## config.mk

```make
export PLATFORM = sky130hd
export DESIGN_NAME = lru_key_value_cache_top
export DESIGN_NICKNAME = d
export VERILOG_FILES = /design/src/lkvc_pkg.sv /design/src/lru_key_value_cache_top.sv /design/src/lkvc_cell.sv
export SDC_FILE = /design/constraint.sdc
export NUM_CORES = 1
export LEC_CHECK = 0
export ABC_CLOCK_PERIOD_IN_PS = 15600
export BUFFER_PORTS_ARGS = -buffer_cell sky130_fd_sc_hd__buf_2
export CAP_MARGIN = 20
export CELL_PAD_IN_SITES_DETAIL_PLACEMENT = 2
export CELL_PAD_IN_SITES_GLOBAL_PLACEMENT = 2
export CORE_AREA = 2 2 287 289
export CTS_CLUSTER_SIZE = 25
export DETAILED_ROUTE_END_ITERATION = 6
export DIE_AREA = 0 0 289 291
export PLACE_DENSITY = 0.59
export SLEW_MARGIN = 0
export SYNTH_ARGS = -nofsm -noshare
export SYNTH_HDL_FRONTEND = slang
export SYNTH_SLANG_ARGS = --single-unit
```

## constraint.sdc

```tcl
create_clock -name clk_i -period 15.6 [get_ports clk_i]
set_input_delay 0 -clock clk_i [delete_from_list [all_inputs] [get_ports clk_i]]
set_output_delay 0 -clock clk_i [all_outputs]
set_load 0.01 [all_outputs]
```

## src/lkvc_pkg.sv

```systemverilog
package lkvc_pkg;

  localparam int unsigned CAPACITY_DEF   = 8;
  localparam int unsigned KEY_BITS_DEF   = 16;
  localparam int unsigned VALUE_BITS_DEF = 32;

  localparam int unsigned CFG_W = 4;
  localparam logic [CFG_W-1:0] LIMIT_RESET = 4'd8;

  typedef enum logic [1:0] {
    KIND_GET    = 2'd0,
    KIND_PUT    = 2'd1,
    KIND_DELETE = 2'd2,
    KIND_CLEAR  = 2'd3
  } kind_e;

  // what a cell loads at the end of the update cycle
  typedef enum logic [1:0] {
    MOVE_HOLD      = 2'd0,
    MOVE_FROM_PREV = 2'd1,
    MOVE_FROM_NEXT = 2'd2
  } move_e;

  typedef enum logic [1:0] {
    ST_IDLE   = 2'b01,
    ST_UPDATE = 2'b10
  } state_e;

endpackage

```

## src/lru_key_value_cache_top.sv

```systemverilog
// channel  | direction | handshake            | payload
// ---------+-----------+----------------------+-----------------------------------------
// command  | in        | start_i high, busy_o low | kind_i, lookup_key_i, write_value_i
// result   | out       | done_o, one cycle    | hit_o, read_value_o, occupancy_o
// config   | in        | cfg_we_i             | cfg_wdata_i (capacity limit)
//
// for each item, the accepting edge registers the key compare of every cell; at the end
// of the update cycle the row of cells moves and the result is registered.
// busy_o is high for the one update cycle; done_o follows in the cycle after, when a new
// item may already be accepted. the result has no back pressure.
// reset empties the store (count to zero) and sets the capacity limit to 8; cell contents
// are not reset.
module lru_key_value_cache_top
  import lkvc_pkg::*;
#(
  parameter int unsigned CAPACITY   = CAPACITY_DEF,
  parameter int unsigned KEY_BITS   = KEY_BITS_DEF,
  parameter int unsigned VALUE_BITS = VALUE_BITS_DEF,
  localparam int unsigned CNT_W     = $clog2(CAPACITY + 1)
) (
  input  logic                  clk_i,
  input  logic                  rst_ni,
  input  logic                  start_i,
  output logic                  busy_o,
  input  logic [1:0]            kind_i,
  input  logic [KEY_BITS-1:0]   lookup_key_i,
  input  logic [VALUE_BITS-1:0] write_value_i,
  input  logic                  cfg_we_i,
  input  logic [CFG_W-1:0]      cfg_wdata_i,
  output logic                  done_o,
  output logic                  hit_o,
  output logic [VALUE_BITS-1:0] read_value_o,
  output logic [CNT_W-1:0]      occupancy_o
);

  localparam int unsigned LIM_W = (CNT_W > CFG_W) ? CNT_W : CFG_W;

  state_e state_q, state_d;
  logic [CFG_W-1:0] limit_q;
  logic [CNT_W-1:0] count_q, count_d;

  kind_e                 kind_q;
  logic [KEY_BITS-1:0]   key_q;
  logic [VALUE_BITS-1:0] value_q;
  logic [CAPACITY-1:0]   match_q;
  logic                  hit_q;
  logic [VALUE_BITS-1:0] match_value_q;

  logic                  accept;
  logic                  update;
  logic [CAPACITY-1:0]   valid;
  logic [CAPACITY-1:0]   match_raw;
  logic [CAPACITY-1:0]   match_hit;
  logic [CAPACITY-1:0]   upto_mask;
  logic [CAPACITY-1:0]   from_mask;
  logic [VALUE_BITS-1:0] match_value;
  logic [VALUE_BITS-1:0] front_value;
  logic [LIM_W-1:0]      limit_eff;
  logic [LIM_W-1:0]      count_ext;
  logic [LIM_W-1:0]      kept;
  logic [CNT_W-1:0]      insert_count;

  logic [KEY_BITS-1:0]   cell_key   [CAPACITY];
  logic [VALUE_BITS-1:0] cell_value [CAPACITY];
  move_e                 cell_move  [CAPACITY];

  assign accept = start_i && (state_q == ST_IDLE);
  assign update = (state_q == ST_UPDATE);
  assign busy_o = update;

  always_comb begin
    state_d = state_q;
    unique case (state_q)
      ST_IDLE:   if (start_i) state_d = ST_UPDATE;
      ST_UPDATE: state_d = ST_IDLE;
      default:   state_d = ST_IDLE;
    endcase
  end

  always_ff @(posedge clk_i or negedge rst_ni) begin
    if (!rst_ni) begin
      state_q <= ST_IDLE;
      limit_q <= LIMIT_RESET;
      count_q <= '0;
      done_o  <= 1'b0;
    end else begin
      state_q <= state_d;
      count_q <= count_d;
      done_o  <= update;
      if (cfg_we_i) limit_q <= cfg_wdata_i;
    end
  end

  // the row of cells; cell 0 is the most recent entry
  for (genvar i = 0; i < CAPACITY; i++) begin : g_cell
    logic [KEY_BITS-1:0]   prev_key;
    logic [VALUE_BITS-1:0] prev_value;
    logic [KEY_BITS-1:0]   next_key;
    logic [VALUE_BITS-1:0] next_value;

    if (i == 0) begin : g_front
      assign prev_key   = key_q;
      assign prev_value = front_value;
    end else begin : g_mid
      assign prev_key   = cell_key[i-1];
      assign prev_value = cell_value[i-1];
    end
    if (i == CAPACITY - 1) begin : g_tail
      assign next_key   = cell_key[i];
      assign next_value = cell_value[i];
    end else begin : g_body
      assign next_key   = cell_key[i+1];
      assign next_value = cell_value[i+1];
    end

    lkvc_cell #(
      .KEY_BITS  (KEY_BITS),
      .VALUE_BITS(VALUE_BITS)
    ) u_cell (
      .clk_i       (clk_i),
      .move_i      (cell_move[i]),
      .prev_key_i  (prev_key),
      .prev_value_i(prev_value),
      .next_key_i  (next_key),
      .next_value_i(next_value),
      .cmp_key_i   (lookup_key_i),
      .key_o       (cell_key[i]),
      .value_o     (cell_value[i]),
      .match_o     (match_raw[i])
    );

    assign valid[i]     = (CNT_W'(i) < count_q);
    assign match_hit[i] = match_raw[i] && valid[i];
    // cells at or before the hit slot, and at or after it
    assign upto_mask[i] = |match_q[CAPACITY-1:i];
    assign from_mask[i] = |match_q[i:0];
  end

  // keys are unique among valid entries, so at most one cell matches
  always_comb begin
    match_value = '0;
    for (int i = 0; i < CAPACITY; i++) begin
      match_value = match_value | (match_hit[i] ? cell_value[i] : '0);
    end
  end

  always_ff @(posedge clk_i) begin
    if (accept) begin
      kind_q        <= kind_e'(kind_i);
      key_q         <= lookup_key_i;
      value_q       <= write_value_i;
      match_q       <= match_hit;
      hit_q         <= |match_hit;
      match_value_q <= match_value;
    end
  end

  assign front_value = (kind_q == KIND_PUT) ? value_q : match_value_q;

  // put of an absent key: evict down to limit minus one, then insert at the front
  always_comb begin
    count_ext = LIM_W'(count_q);
    if (limit_q == '0) begin
      limit_eff = LIM_W'(1);
    end else if (LIM_W'(limit_q) > LIM_W'(CAPACITY)) begin
      limit_eff = LIM_W'(CAPACITY);
    end else begin
      limit_eff = LIM_W'(limit_q);
    end
    kept         = (count_ext >= limit_eff) ? (limit_eff - LIM_W'(1)) : count_ext;
    insert_count = CNT_W'(kept + LIM_W'(1));
  end

  always_comb begin
    count_d = count_q;
    for (int i = 0; i < CAPACITY; i++) cell_move[i] = MOVE_HOLD;
    if (update) begin
      unique case (kind_q)
        KIND_GET: begin
          for (int i = 0; i < CAPACITY; i++) begin
            if (hit_q && upto_mask[i]) cell_move[i] = MOVE_FROM_PREV;
          end
        end
        KIND_PUT: begin
          for (int i = 0; i < CAPACITY; i++) begin
            if (!hit_q || upto_mask[i]) cell_move[i] = MOVE_FROM_PREV;
          end
          if (!hit_q) count_d = insert_count;
        end
        KIND_DELETE: begin
          for (int i = 0; i < CAPACITY; i++) begin
            if (hit_q && from_mask[i]) cell_move[i] = MOVE_FROM_NEXT;
          end
          if (hit_q) count_d = count_q - CNT_W'(1);
        end
        KIND_CLEAR: count_d = '0;
        default:    count_d = count_q;
      endcase
    end
  end

  always_ff @(posedge clk_i) begin
    if (update) begin
      hit_o        <= hit_q && (kind_q != KIND_CLEAR);
      read_value_o <= (hit_q && (kind_q == KIND_GET)) ? match_value_q : '0;
      occupancy_o  <= count_d;
    end
  end

  assert property (@(posedge clk_i) disable iff (!rst_ni) busy_o |=> done_o && !busy_o)
    else $error("result strobe must follow the update cycle");

  assert property (@(posedge clk_i) disable iff (!rst_ni) start_i && !busy_o |=> busy_o)
    else $error("accepted item did not enter the update cycle");

  assert property (@(posedge clk_i) disable iff (!rst_ni) count_q <= CNT_W'(CAPACITY))
    else $error("entry count above capacity");

  assert property (@(posedge clk_i) disable iff (!rst_ni) busy_o |-> $onehot0(match_q))
    else $error("key present in more than one cell");

endmodule

```

## src/lkvc_cell.sv

```systemverilog
module lkvc_cell
  import lkvc_pkg::*;
#(
  parameter int unsigned KEY_BITS   = KEY_BITS_DEF,
  parameter int unsigned VALUE_BITS = VALUE_BITS_DEF
) (
  input  logic                  clk_i,
  input  move_e                 move_i,
  input  logic [KEY_BITS-1:0]   prev_key_i,
  input  logic [VALUE_BITS-1:0] prev_value_i,
  input  logic [KEY_BITS-1:0]   next_key_i,
  input  logic [VALUE_BITS-1:0] next_value_i,
  input  logic [KEY_BITS-1:0]   cmp_key_i,
  output logic [KEY_BITS-1:0]   key_o,
  output logic [VALUE_BITS-1:0] value_o,
  output logic                  match_o
);

  logic [KEY_BITS-1:0]   key_q, key_d;
  logic [VALUE_BITS-1:0] value_q, value_d;

  always_comb begin
    key_d   = key_q;
    value_d = value_q;
    case (move_i)
      MOVE_FROM_PREV: begin
        key_d   = prev_key_i;
        value_d = prev_value_i;
      end
      MOVE_FROM_NEXT: begin
        key_d   = next_key_i;
        value_d = next_value_i;
      end
      default: begin
        key_d   = key_q;
        value_d = value_q;
      end
    endcase
  end

  always_ff @(posedge clk_i) begin
    key_q   <= key_d;
    value_q <= value_d;
  end

  assign key_o   = key_q;
  assign value_o = value_q;
  assign match_o = (key_q == cmp_key_i);

endmodule

```

# After elaboration in Yosys (flattened, before gate mapping)
# Cells that the tools add are included.
[totals] elab_cells=195 reg_bits=523 out_inout_bits=39 inputBits=58
[op_classes] addsub=3 order_cmp=10 reduce_logical=58 n_eq_ne=30 muxes=58 bitwise_logic=7
[ops] op="$pmux 32 s2" count=7
[ops] op="$mux 32" count=9
[ops] op="$or 32x32->32" count=7
[ops] op="$pmux 16 s2" count=7
[ops] op="$eq 16x16->1" count=8
[ops] op="$pmux 16 s3" count=1
[ops] op="$logic_and 1x1->1" count=26
[ops] op="$mux 4" count=6
[ops] op="$eq 2x1->1 const B" count=10
[ops] op="$eq 2x2->1 const B" count=10
[ops] op="$mux 2" count=10
[ops] op="$lt 3x4->1 const A" count=4
[ops] op="$mux 1" count=16
[ops] op="$mux 16" count=1
[ops] op="$reduce_or 8->1" count=2
[ops] op="$reduce_bool 2->1" count=7
[ops] op="$reduce_or 7->1" count=2
[ops] op="$pmux 4 s3" count=1
[ops] op="$reduce_or 6->1" count=2
[ops] op="$reduce_or 5->1" count=2
[ops] op="$logic_or 1x1->1" count=8
[ops] op="$lt 1x4->1 const A" count=2
[ops] op="$lt 2x4->1 const A" count=2
[ops] op="$reduce_or 4->1" count=2
[ops] op="10 further kinds" count=14

# Depth between registers and ports, before layout
# Gate-level depths: netlist of the first run.
[depth] ltp_word=10 ltp_mapped=13 mapped_depth_nobuf=13

# By module
# Synthesis of the first run repeated with hierarchy kept, for this count alone.
[hier_totals] cells_unflattened=1522 area_unflattened_um2=25283.0
[by_module_without_submodules] module="lkvc_cell" area_per_inst_um2=2292.2 cells_per_inst=125 instances=8 seq_area_each_um2=1441.4
[by_module_without_submodules] module="lru_key_value_cache_top" area_per_inst_um2=6945.4 cells_per_inst=522 instances=1 seq_area_each_um2=4121.5

# Worst setup path before layout of the first run
# OpenSTA, ideal clock, no wires.
[synth_timing] kind="register -> register" start="register state_q[0]" end="register g_cell[7].u_cell.key_q[0], enable pin" stages_incl_launch_ff=5 path_buffers=1 t_arrival_ns=4.674 setup_ns=0.527 slack_ns=10.399 t_required_ns=15.073 synth_period_minus_slack_ns=5.201 cell_sequence="dfstp_2 nand2b_1 clkbuf_1 nor3_1 a21boi_0"
[synth_between] elab_chain_cells=3
[synth_rtl] item="from (decl)" line_no="lru_key_value_cache_top.sv:38" text="state_e state_q, state_d;"
[synth_rtl] item="from (signal assigned)" line_no="lru_key_value_cache_top.sv:87" text="state_q <= state_d;"
[synth_rtl] item="$eq 2x2->1" line_no="lru_key_value_cache_top.sv:68" text="assign update = (state_q == ST_UPDATE);"
[synth_rtl] item="$mux 16" line_no="lru_key_value_cache_top.sv:177" text="if (update) begin"
[synth_rtl] item="$eq 2x1->1" line_no="lkvc_cell.sv:25" text="case (move_i)"
[synth_rtl] item="to (signal assigned)" line_no="lkvc_cell.sv:42" text="key_q <= key_d;"
[synth_rtl] item="to (decl)" line_no="lkvc_cell.sv:19" text="logic [KEY_BITS-1:0] key_q, key_d;"
# No other way between the ends.
# A chain may end at the register's enable or synchronous reset.

# Final worst setup path of the first run
[layout_timing] start="register hit_q" end="register g_cell[0].u_cell.key_q[5] (data pin)"
[layout_between] elab_chain_cells=7 word_cells_on_any_way=12 cone_classes="2 x eq/ne; 6 x mux; 4 x reduce/logical"
[layout_rtl] item="from (decl)" line_no="lru_key_value_cache_top.sv:46" text="logic hit_q;"
[layout_rtl] item="from (signal assigned)" line_no="lru_key_value_cache_top.sv:153" text="hit_q <= |match_hit;"
[layout_rtl] item="$logic_not 1->1"
[layout_rtl] item="$logic_or 1x1->1" line_no="lru_key_value_cache_top.sv:186" text="if (!hit_q || upto_mask[i]) cell_move[i] = MOVE_FROM_PREV;"
[layout_rtl] item="$mux 1" line_no="lru_key_value_cache_top.sv:186"
[layout_rtl] item="$pmux 16 s3 *" line_no="lru_key_value_cache_top.sv:178" text="unique case (kind_q)"
[layout_rtl] item="$mux 16 *" line_no="lru_key_value_cache_top.sv:177"
[layout_rtl] item="$eq 2x2->1 or $eq 2x1->1 (tied branches)" line_no="lkvc_cell.sv:25"
[layout_rtl] item="$pmux 16 s2 *" line_no="lkvc_cell.sv:25"
[layout_rtl] item="net g_cell[0].u_cell.key_d[5]" line_no="lkvc_cell.sv:19"
[layout_rtl] item="to (signal assigned)" line_no="lkvc_cell.sv:42"
[layout_rtl] item="to (decl)" line_no="lkvc_cell.sv:19"
# The timed path passes the listed nets; every way through them passes the cells marked *.

==> results of run 1 <==
## power by group through the flow
| stage | Combinational, mW | Clock [mW] | Sequential [mW] |
|---|---|---|---|
| floorplan | 0.105 | 0 | 1.64 |
| global placement | 0.172 | 0 | 1.65 |
| detailed placement | 0.176 | 0 | 1.65 |
| CTS | 0.191 | 1.45 | 1.62 |
| global route | 0.204 | 1.51 | 1.63 |
| finish | 0.187 | 1.41 | 1.62 |
## registers in the layout, summed over array words and instances, names as in the netlist
name,count
g_cell.u_cell.value_o,256
g_cell.u_cell.key_o,128
match_value_q,32
read_value_o,32
value_q,32
g_cell.prev_key,16
match_q,8
count_ext,4
limit_q,4
occupancy_o,4
kind_q,2
state_q,2
done_o,1
hit_o,1
hit_q,1
## through the flow
step           instances  setup WS [ns]  hold WS, ns  area, um2  util (%)
2_1_floorplan       1587          10.40       -0.296      24100         -
3_3_place_gp        2684          12.25       -0.111      25800      31.8
3_5_place_dp        2684          12.16       -0.106      25800      31.8
4_1_cts             2860          12.15       0.0228      28400      35.0
5_1_grt             2860          11.97       0.0542      28400      35.0
6_report            2860          12.15       0.0786      28400      35.0
## metal layers
layer	vias to the layer above	track usage, %
met1	7891	25.1
met2	324	31.4
met5	-	0
met4	0	5.38
li1	6459	-
met3	119	2.43
## cell type report
| class | instances | area share, % |
|---|---|---|
| repair buffers | 190 | 4.73 |
| multi-input cells | 946 | 28.4 |
| clock inverters | 31 | 0.894 |
| inverters | 18 | 0.273 |
| flip-flops and latches | 523 | 55.1 |
| clock buffers | 82 | 5.87 |
| well taps | 1070 | 4.71 |
## placed cells by master (no fill, tap or decap), types with 34 or more instances in the layout
cell	instances
sky130_fd_sc_hd__buf_2	96
sky130_fd_sc_hd__mux2_2	308
sky130_fd_sc_hd__a22oi_1	63
sky130_fd_sc_hd__edfxtp_1	512
sky130_fd_sc_hd__dlygate4sd3_1	63
sky130_fd_sc_hd__o21ai_0	43
sky130_fd_sc_hd__and3_1	88
sky130_fd_sc_hd__and2_1	35
sky130_fd_sc_hd__xnor2_1	81
sky130_fd_sc_hd__xor2_1	48
sky130_fd_sc_hd__mux2i_1	34
sky130_fd_sc_hd__nand3_1	41
sky130_fd_sc_hd__clkbuf_16	63
sky130_fd_sc_hd__nand2_1	46
## what timing repair did
item                                   CTS  global route
hold buffers                            63             0
buffers inserted                         0             0
endpoints found under the hold margin   67             0
## cells by family after synthesis
logic type | count (synthesis) | share of synthesized area (%)
flip-flops | 523 | 64.9
AO/OA/AOI/OAI | 164 | 4.82
adder cells (fa/ha/maj) | 16 | 0.830
multiplexers | 342 | 15.8
XOR/XNOR | 129 | 4.68
AND/OR/NAND/NOR | 295 | 6.86
buffers and inverters | 118 | 2.16
## worst max-delay path, cell delays in order (launching register included)
cell and delay (ns):
sky130_fd_sc_hd__edfxtp_1 0.67, sky130_fd_sc_hd__nand2b_1 0.24, sky130_fd_sc_hd__or3_1 0.49, sky130_fd_sc_hd__nor2_1 0.24
sky130_fd_sc_hd__ha_4 0.49, sky130_fd_sc_hd__buf_4 0.64, sky130_fd_sc_hd__mux2_2 0.41
## worst paths after layout
path | start | cells past startpoint | end | slack (ns)
max | hit_q | 6 | g_cell[0].u_cell.key_o[5] | 12.15
min | write_value_i[29] | 2 | value_q[29] | 0.08
max reg2reg | hit_q | 6 | g_cell[0].u_cell.key_o[5] | 12.15
min reg2reg | g_cell[6].u_cell.value_o[31] | 0 | g_cell[7].u_cell.value_o[31] | 0.47
max in group asynchronous | rst_ni | 4 | count_ext[0] | 14.18
min in group asynchronous | rst_ni | 3 | limit_q[3] | 0.46
==> results.md, run 1 <==
* CP Launch Type: flop
* Clock network latency to the later pin of the worst-skew pair at ~0.64 ns
* # setup viols final at 0
* Number of synthesized flops with an enable pin at roughly 500
* Gr ovfl total at 0
* Net count reported at finish at ~1800
* Proportion of power drawn by flip-flops and latches at 50.4%
* Time the worst path needs with I/O delays and setup at 3.45 ns
* CP Capture Type: flop
* Cell Int Power at roughly 2.5 mW
* # Max-Cap Violations at 0
* Clock tree sinks at about 520
* Highest layer used for signal routing: met4
* Predominant post-synthesis flop cell: sky130_fd_sc_hd__edfxtp_1
* P_leak at around 9.6 nW
* Final weighted congestion in routability-driven placement at roughly 0.76
* Clk network pwr share at a little over two fifths
* Power per standard cell area at 113 nW/um2
* Portion of total power attributed to combinational logic at approximately 5.8%
* Unrepaired setup endpoints after global routing: false
* H-tree Lvls at 2
* Accumulated negative setup slack at 0 ns
* Achievable Freq at ~290 MHz
* Total inserted antenna cells at 0
* Initial core utilization at a little under 30%
* Crit Path Category: reg2reg
* Count of unresolved DRC violations after routing at 0
* Synthesized instance count at 1587
* Clock buffer count from CTS at 61
* Final Total Pwr at 3.22 mW
* Area occupied by multi-input gates at ~8100 um2
* Fillcell total at 8191
* 1st-pass router iterations at 5
* Number of different library cells in the post-synthesis netlist at 48
* Share of the synthesized area in the top cell type at between 60 and 70%
* Cell with the most instances after synthesis: sky130_fd_sc_hd__edfxtp_1
* Worst-case headroom to the max-slew limit at 30.4%
* Clock Skews at 0.0298 ns
* Number of antenna violations at the first check in global routing at 2
* Reported net switching power at ~0.75 mW
* Starting DRC count in detailed routing at between 900 and 1000
* Transition time at the pin with the least slew margin at around 1.0 ns
* Overall via count from detail_route at about 15000
* Metal3 WL at about 2900 um
* Die outline width at between 200 and 300 um
* Floorplan die height at approximately 290 um
* IO buf count at 96
* Final routed wire length divided by cell count at between 20 and 30 um
* Detailed-route vias per instance at slightly above 5
* Most area-consuming cells after synthesis: sky130_fd_sc_hd__edfxtp_1 64%, sky130_fd_sc_hd__mux2_2 14%, sky130_fd_sc_hd__xnor2_1 2.9%
* Endpoints failing hold at 0
* Result of the run: completed
* Crit share post-route at between 20% and 30%
* Worst Path Required at between 15 and 20 ns
* Clock transition at the registers of the reported paths at approximately 0.06 ns
* Synthesized Nets at ~1700
* Tightest Hold Check Type: in2reg
* Routed Antenna Nets at 0
* Count of instances resized after the clock tree is built at 0
* DRT met1 WL at roughly 36000 um
* Final wirelength at around 80000 um
* Total Die Area at around 84000 um2
* Switching Share at between 20 and 25%
* Arrival time reported for the critical path endpoint at around 3.8 ns
* Mapped Area at ~24000 um2
* Maximum number of pins on one net before global-route repair at 50
* Number of synthesis warnings at 0
* Ys async rst share at approximately 2.1%
* Relative area change from synthesis to final layout at 17.7%
* Number of global-route vias before repair at between 15000 and 20000
* Layout cells sized above 1 at a little under a third
* Root cell of the clock tree: sky130_fd_sc_hd__clkbuf_16
* Met2 layer wire length in the routed design at roughly 38000 um
* Pins over their slew limit at 0
* HPWL after DPL at 45500 um
* Highest fanout seen on the critical path at 46
* Mapped Avg Cell Area at 15.2 um2
* Synth cell count leaders: 512 x sky130_fd_sc_hd__edfxtp_1, 308 x sky130_fd_sc_hd__mux2_2, 88 x sky130_fd_sc_hd__and3_1, 81 x sky130_fd_sc_hd__xnor2_1, 63 x sky130_fd_sc_hd__a22oi_1
* Number of flip-flops and latches in the synthesized netlist at between 500 and 600
* Placeable core area at 81200 um2
* Global-route wire length before repair at around 120000 um
* Sequential-to-total area share from yosys stat at approximately two thirds
* Overall track demand over capacity in global routing at a little under a fifth
* I/O pin count at 97
* Clock Tree Buf Depth at 3
* VDD IR max at 0.0921 mV
* Std-Cell Rows at 105
* TritonCTS clock tree: yes
* Register Area at roughly 16000 um2
* Cell accounting for the most synthesized area: sky130_fd_sc_hd__edfxtp_1
Note: power is estimated with default switching activity, not from simulation.
==> run 2, diff against run 1 <==
Settings changed: ABC_CLOCK_PERIOD_IN_PS 15600 to 3100, PLACE_DENSITY 0.59 to 0.61.
Clock period 15.6 ns to 3.1 ns, I/O delays scaled along.
==> run 2 against run 1 <==
  * Routed wire length increased by 1.4%
  * Sequential share of layout area fell by 1.3 points
  * Clock power rose to 4.8 times the previous value
  * Hold slack improved by 0.0061 ns
  * Sequential cell count did not move
  * Non-clock buffer count up 47
  * Register-to-register slack lost 12 ns
  * Die area unchanged
  * Critical endpoint is now occupancy_o[2]
==> results.md, run 2 (synthesis results as in run 1) <==
* HPWL after DPL at around 47000 um
* Clock Tree Buf Depth at 3
* Final routed wire length divided by cell count at 27.5 um
* Clock network latency to the later pin of the worst-skew pair at ~0.64 ns
* Post-Route Utilization at 35.8%
* CP Capture Type: flop
* Power per standard cell area at roughly 550 nW/um2
* Initial core utilization at between 20 and 30%
* Root cell of the clock tree: sky130_fd_sc_hd__clkbuf_16
* Endpoints failing hold at 0
* Worst Path Required at between 3 and 4 ns
* Pins over their slew limit at 0
* Most used cells in the layout excluding fill and tap cells: 512 x sky130_fd_sc_hd__edfxtp_1, 308 x sky130_fd_sc_hd__mux2_2, 96 x sky130_fd_sc_hd__buf_2, 88 x sky130_fd_sc_hd__and3_1, 81 x sky130_fd_sc_hd__xnor2_1
* Pre-CTS WS at -0.111 ns
* Achievable Freq at around 340 MHz
* # setup viols final at 0
* Highest fanout seen on the critical path at 6
* Most used cell along the critical path: sky130_fd_sc_hd__inv_1
* Final wirelength at approximately 80000 um
* Worst Setup Slack, final at 0.190 ns
* H-tree Lvls at 2
* Cell area after layout at between 20000 and 30000 um2
* Starting DRC count in detailed routing at a little under 900
* Total Die Area at about 84000 um2
* P_leak at between 9 and 10 nW
* Layout cells sized above 1 at about a third
* Clock Skews at a little over 0.04 ns
* Slowest stage delay, CP at a little over 0.5 ns
* Worst setup slack for register-to-register paths at around 0.19 ns
* Global-route wire length before repair at about 120000 um
* I/O pin count at a little under 100
* Maximum number of pins on one net before global-route repair at between 40 and 50
* Number of antenna violations at the first check in global routing at 2
* Gr ovfl total at 0
* Crit Path Category: reg2reg
* Std-Cell Rows at approximately 110
* IO buf count at between 90 and 100
* Net count reported at finish at between 1500 and 2000
* # Max-Cap Violations at 0
* Critical path cell sequence: inv_1 > o21ai_2 > inv_1 > ha_1 > nand2b_1 > a2111oi_4 > nor3_4 > mux2i_2 > ha_2 > and3b_1 > a21oi_1 > o21ai_0
* Routed Antenna Nets at 0
* TritonCTS clock tree: yes
* Die outline width at around 290 um
* Most common library cell in the layout ignoring fill and taps: sky130_fd_sc_hd__edfxtp_1
* CP Launch Type: flop
* Detailed-route vias per instance at roughly 5.2
* Clock transition at the registers of the reported paths at roughly 0.060 ns
* Arrival time reported for the critical path endpoint at around 3.3 ns
* Result of the run: completed
* Number of global-route vias before repair at approximately 17000
* Clock tree sinks at 523
* Relative area change from synthesis to final layout at 20.5%
* Time the worst path needs with I/O delays and setup at 2.91 ns
* Instance area after placement at 26600 um2
* Placeable core area at 81200 um2
* Overall via count from detail_route at about 15000
* Tightest Hold Check Type: in2reg
* Floorplan die height at roughly 290 um
* Crit share post-route at ~94%
* Clock buffer count from CTS at a little under 60
* Crit-path leading delay family: compound AO/OA/AOI/OAI gates
* Slowest cell on crit path: sky130_fd_sc_hd__dfstp_2
* VDD IR max at about 0.46 mV
* Unrepaired setup endpoints after global routing: false
* Overall track demand over capacity in global routing at 18.7%
* Count of unresolved DRC violations after routing at 0
* Crit path buffers/inverters at 2
* Final hold slack at roughly 0.085 ns
* Number of flip-flops in the largest register at between 200 and 300
* Final weighted congestion in routability-driven placement at between 0.7 and 0.8
* Worst-case headroom to the max-slew limit at between 40% and 50%
* 1st-pass router iterations at 6
* Transition time at the pin with the least slew margin at around 0.84 ns
[run 2: changes by cell type in the layout (fill, tap and decap cells not counted), sizes merged]
cell	change
clkinv	-4
clkbuf	-6
buf	+47
clkinvlp	-1
diode	+1
inv	+5
bufinv	-1
[run 2: power breakdown]
group / internal [mW] / switching, mW / total (mW)
Clock: 3.78 / 2.96 / 6.74
Sequential: 7.99 / 0.133 / 8.13
Combinational: 0.436 / 0.638 / 1.07
[run 2: final timing paths]
path / from / endpoint / cells past startpoint
setup reg to reg: limit_q[3] / occupancy_o[2] / 12
min in group asynchronous: rst_ni / limit_q[3] / 3
max in group asynchronous: rst_ni / state_q[1] / 4
setup / recovery: limit_q[3] / occupancy_o[2] / 12
hold reg to reg: g_cell[6].u_cell.value_o[4] / g_cell[7].u_cell.value_o[4] / 0
hold / removal: write_value_i[22] / value_q[22] / 2
[run 2: cell type report]
cell class | instances | area [um2]
fill | 8173 | 52100
sequential | 523 | 15700
multi-input combinational | 946 | 8110
timing repair buffer | 237 | 2080
clock buffer | 76 | 1560
tap | 1070 | 1340
clock inverter | 30 | 244
inverter | 18 | 70.1
antenna | 1 | 2.50
[run 2: through the flow]
step                      instances  power, mW  setup TNS [ns]
final                          2901       15.9               0
after global placement         2728       9.22         -0.0111
after global routing           2901       16.5               0
after floorplan                1587       8.77               0
after detailed placement       2728       9.25          -0.111
after CTS                      2897       16.1               0
[run 2: what timing repair did]
item	CTS	global route
hold endpoints to repair	67	0
buffers inserted	0	3
hold buffers	63	0
endpoints found under the setup margin	3	4
pin swaps	0	1
resized for setup	4	4
[run 2: worst register-to-register path: stages, from the launching register on]
cell                        delay, ns
sky130_fd_sc_hd__dfstp_2         0.51
sky130_fd_sc_hd__inv_1           0.07
sky130_fd_sc_hd__o21ai_2         0.10
sky130_fd_sc_hd__inv_1           0.10
sky130_fd_sc_hd__ha_1            0.27
sky130_fd_sc_hd__nand2b_1        0.18
sky130_fd_sc_hd__a2111oi_4       0.41
sky130_fd_sc_hd__nor3_4          0.11
sky130_fd_sc_hd__mux2i_2         0.24
sky130_fd_sc_hd__ha_2            0.23
sky130_fd_sc_hd__and3b_1         0.17
sky130_fd_sc_hd__a21oi_1         0.11
sky130_fd_sc_hd__o21ai_0         0.11
[run 2: routing by layer]
| layer | track usage [%] | vias up | share of wire [%] |
|---|---|---|---|
| met5 | 0 | - | 0 |
| met4 | 5.33 | 0 | 2.5 |
| met3 | 2.16 | 120 | 3.4 |
| met2 | 31.7 | 316 | 49 |
| met1 | 25.2 | 8096 | 45 |
| li1 | - | 6573 | - |
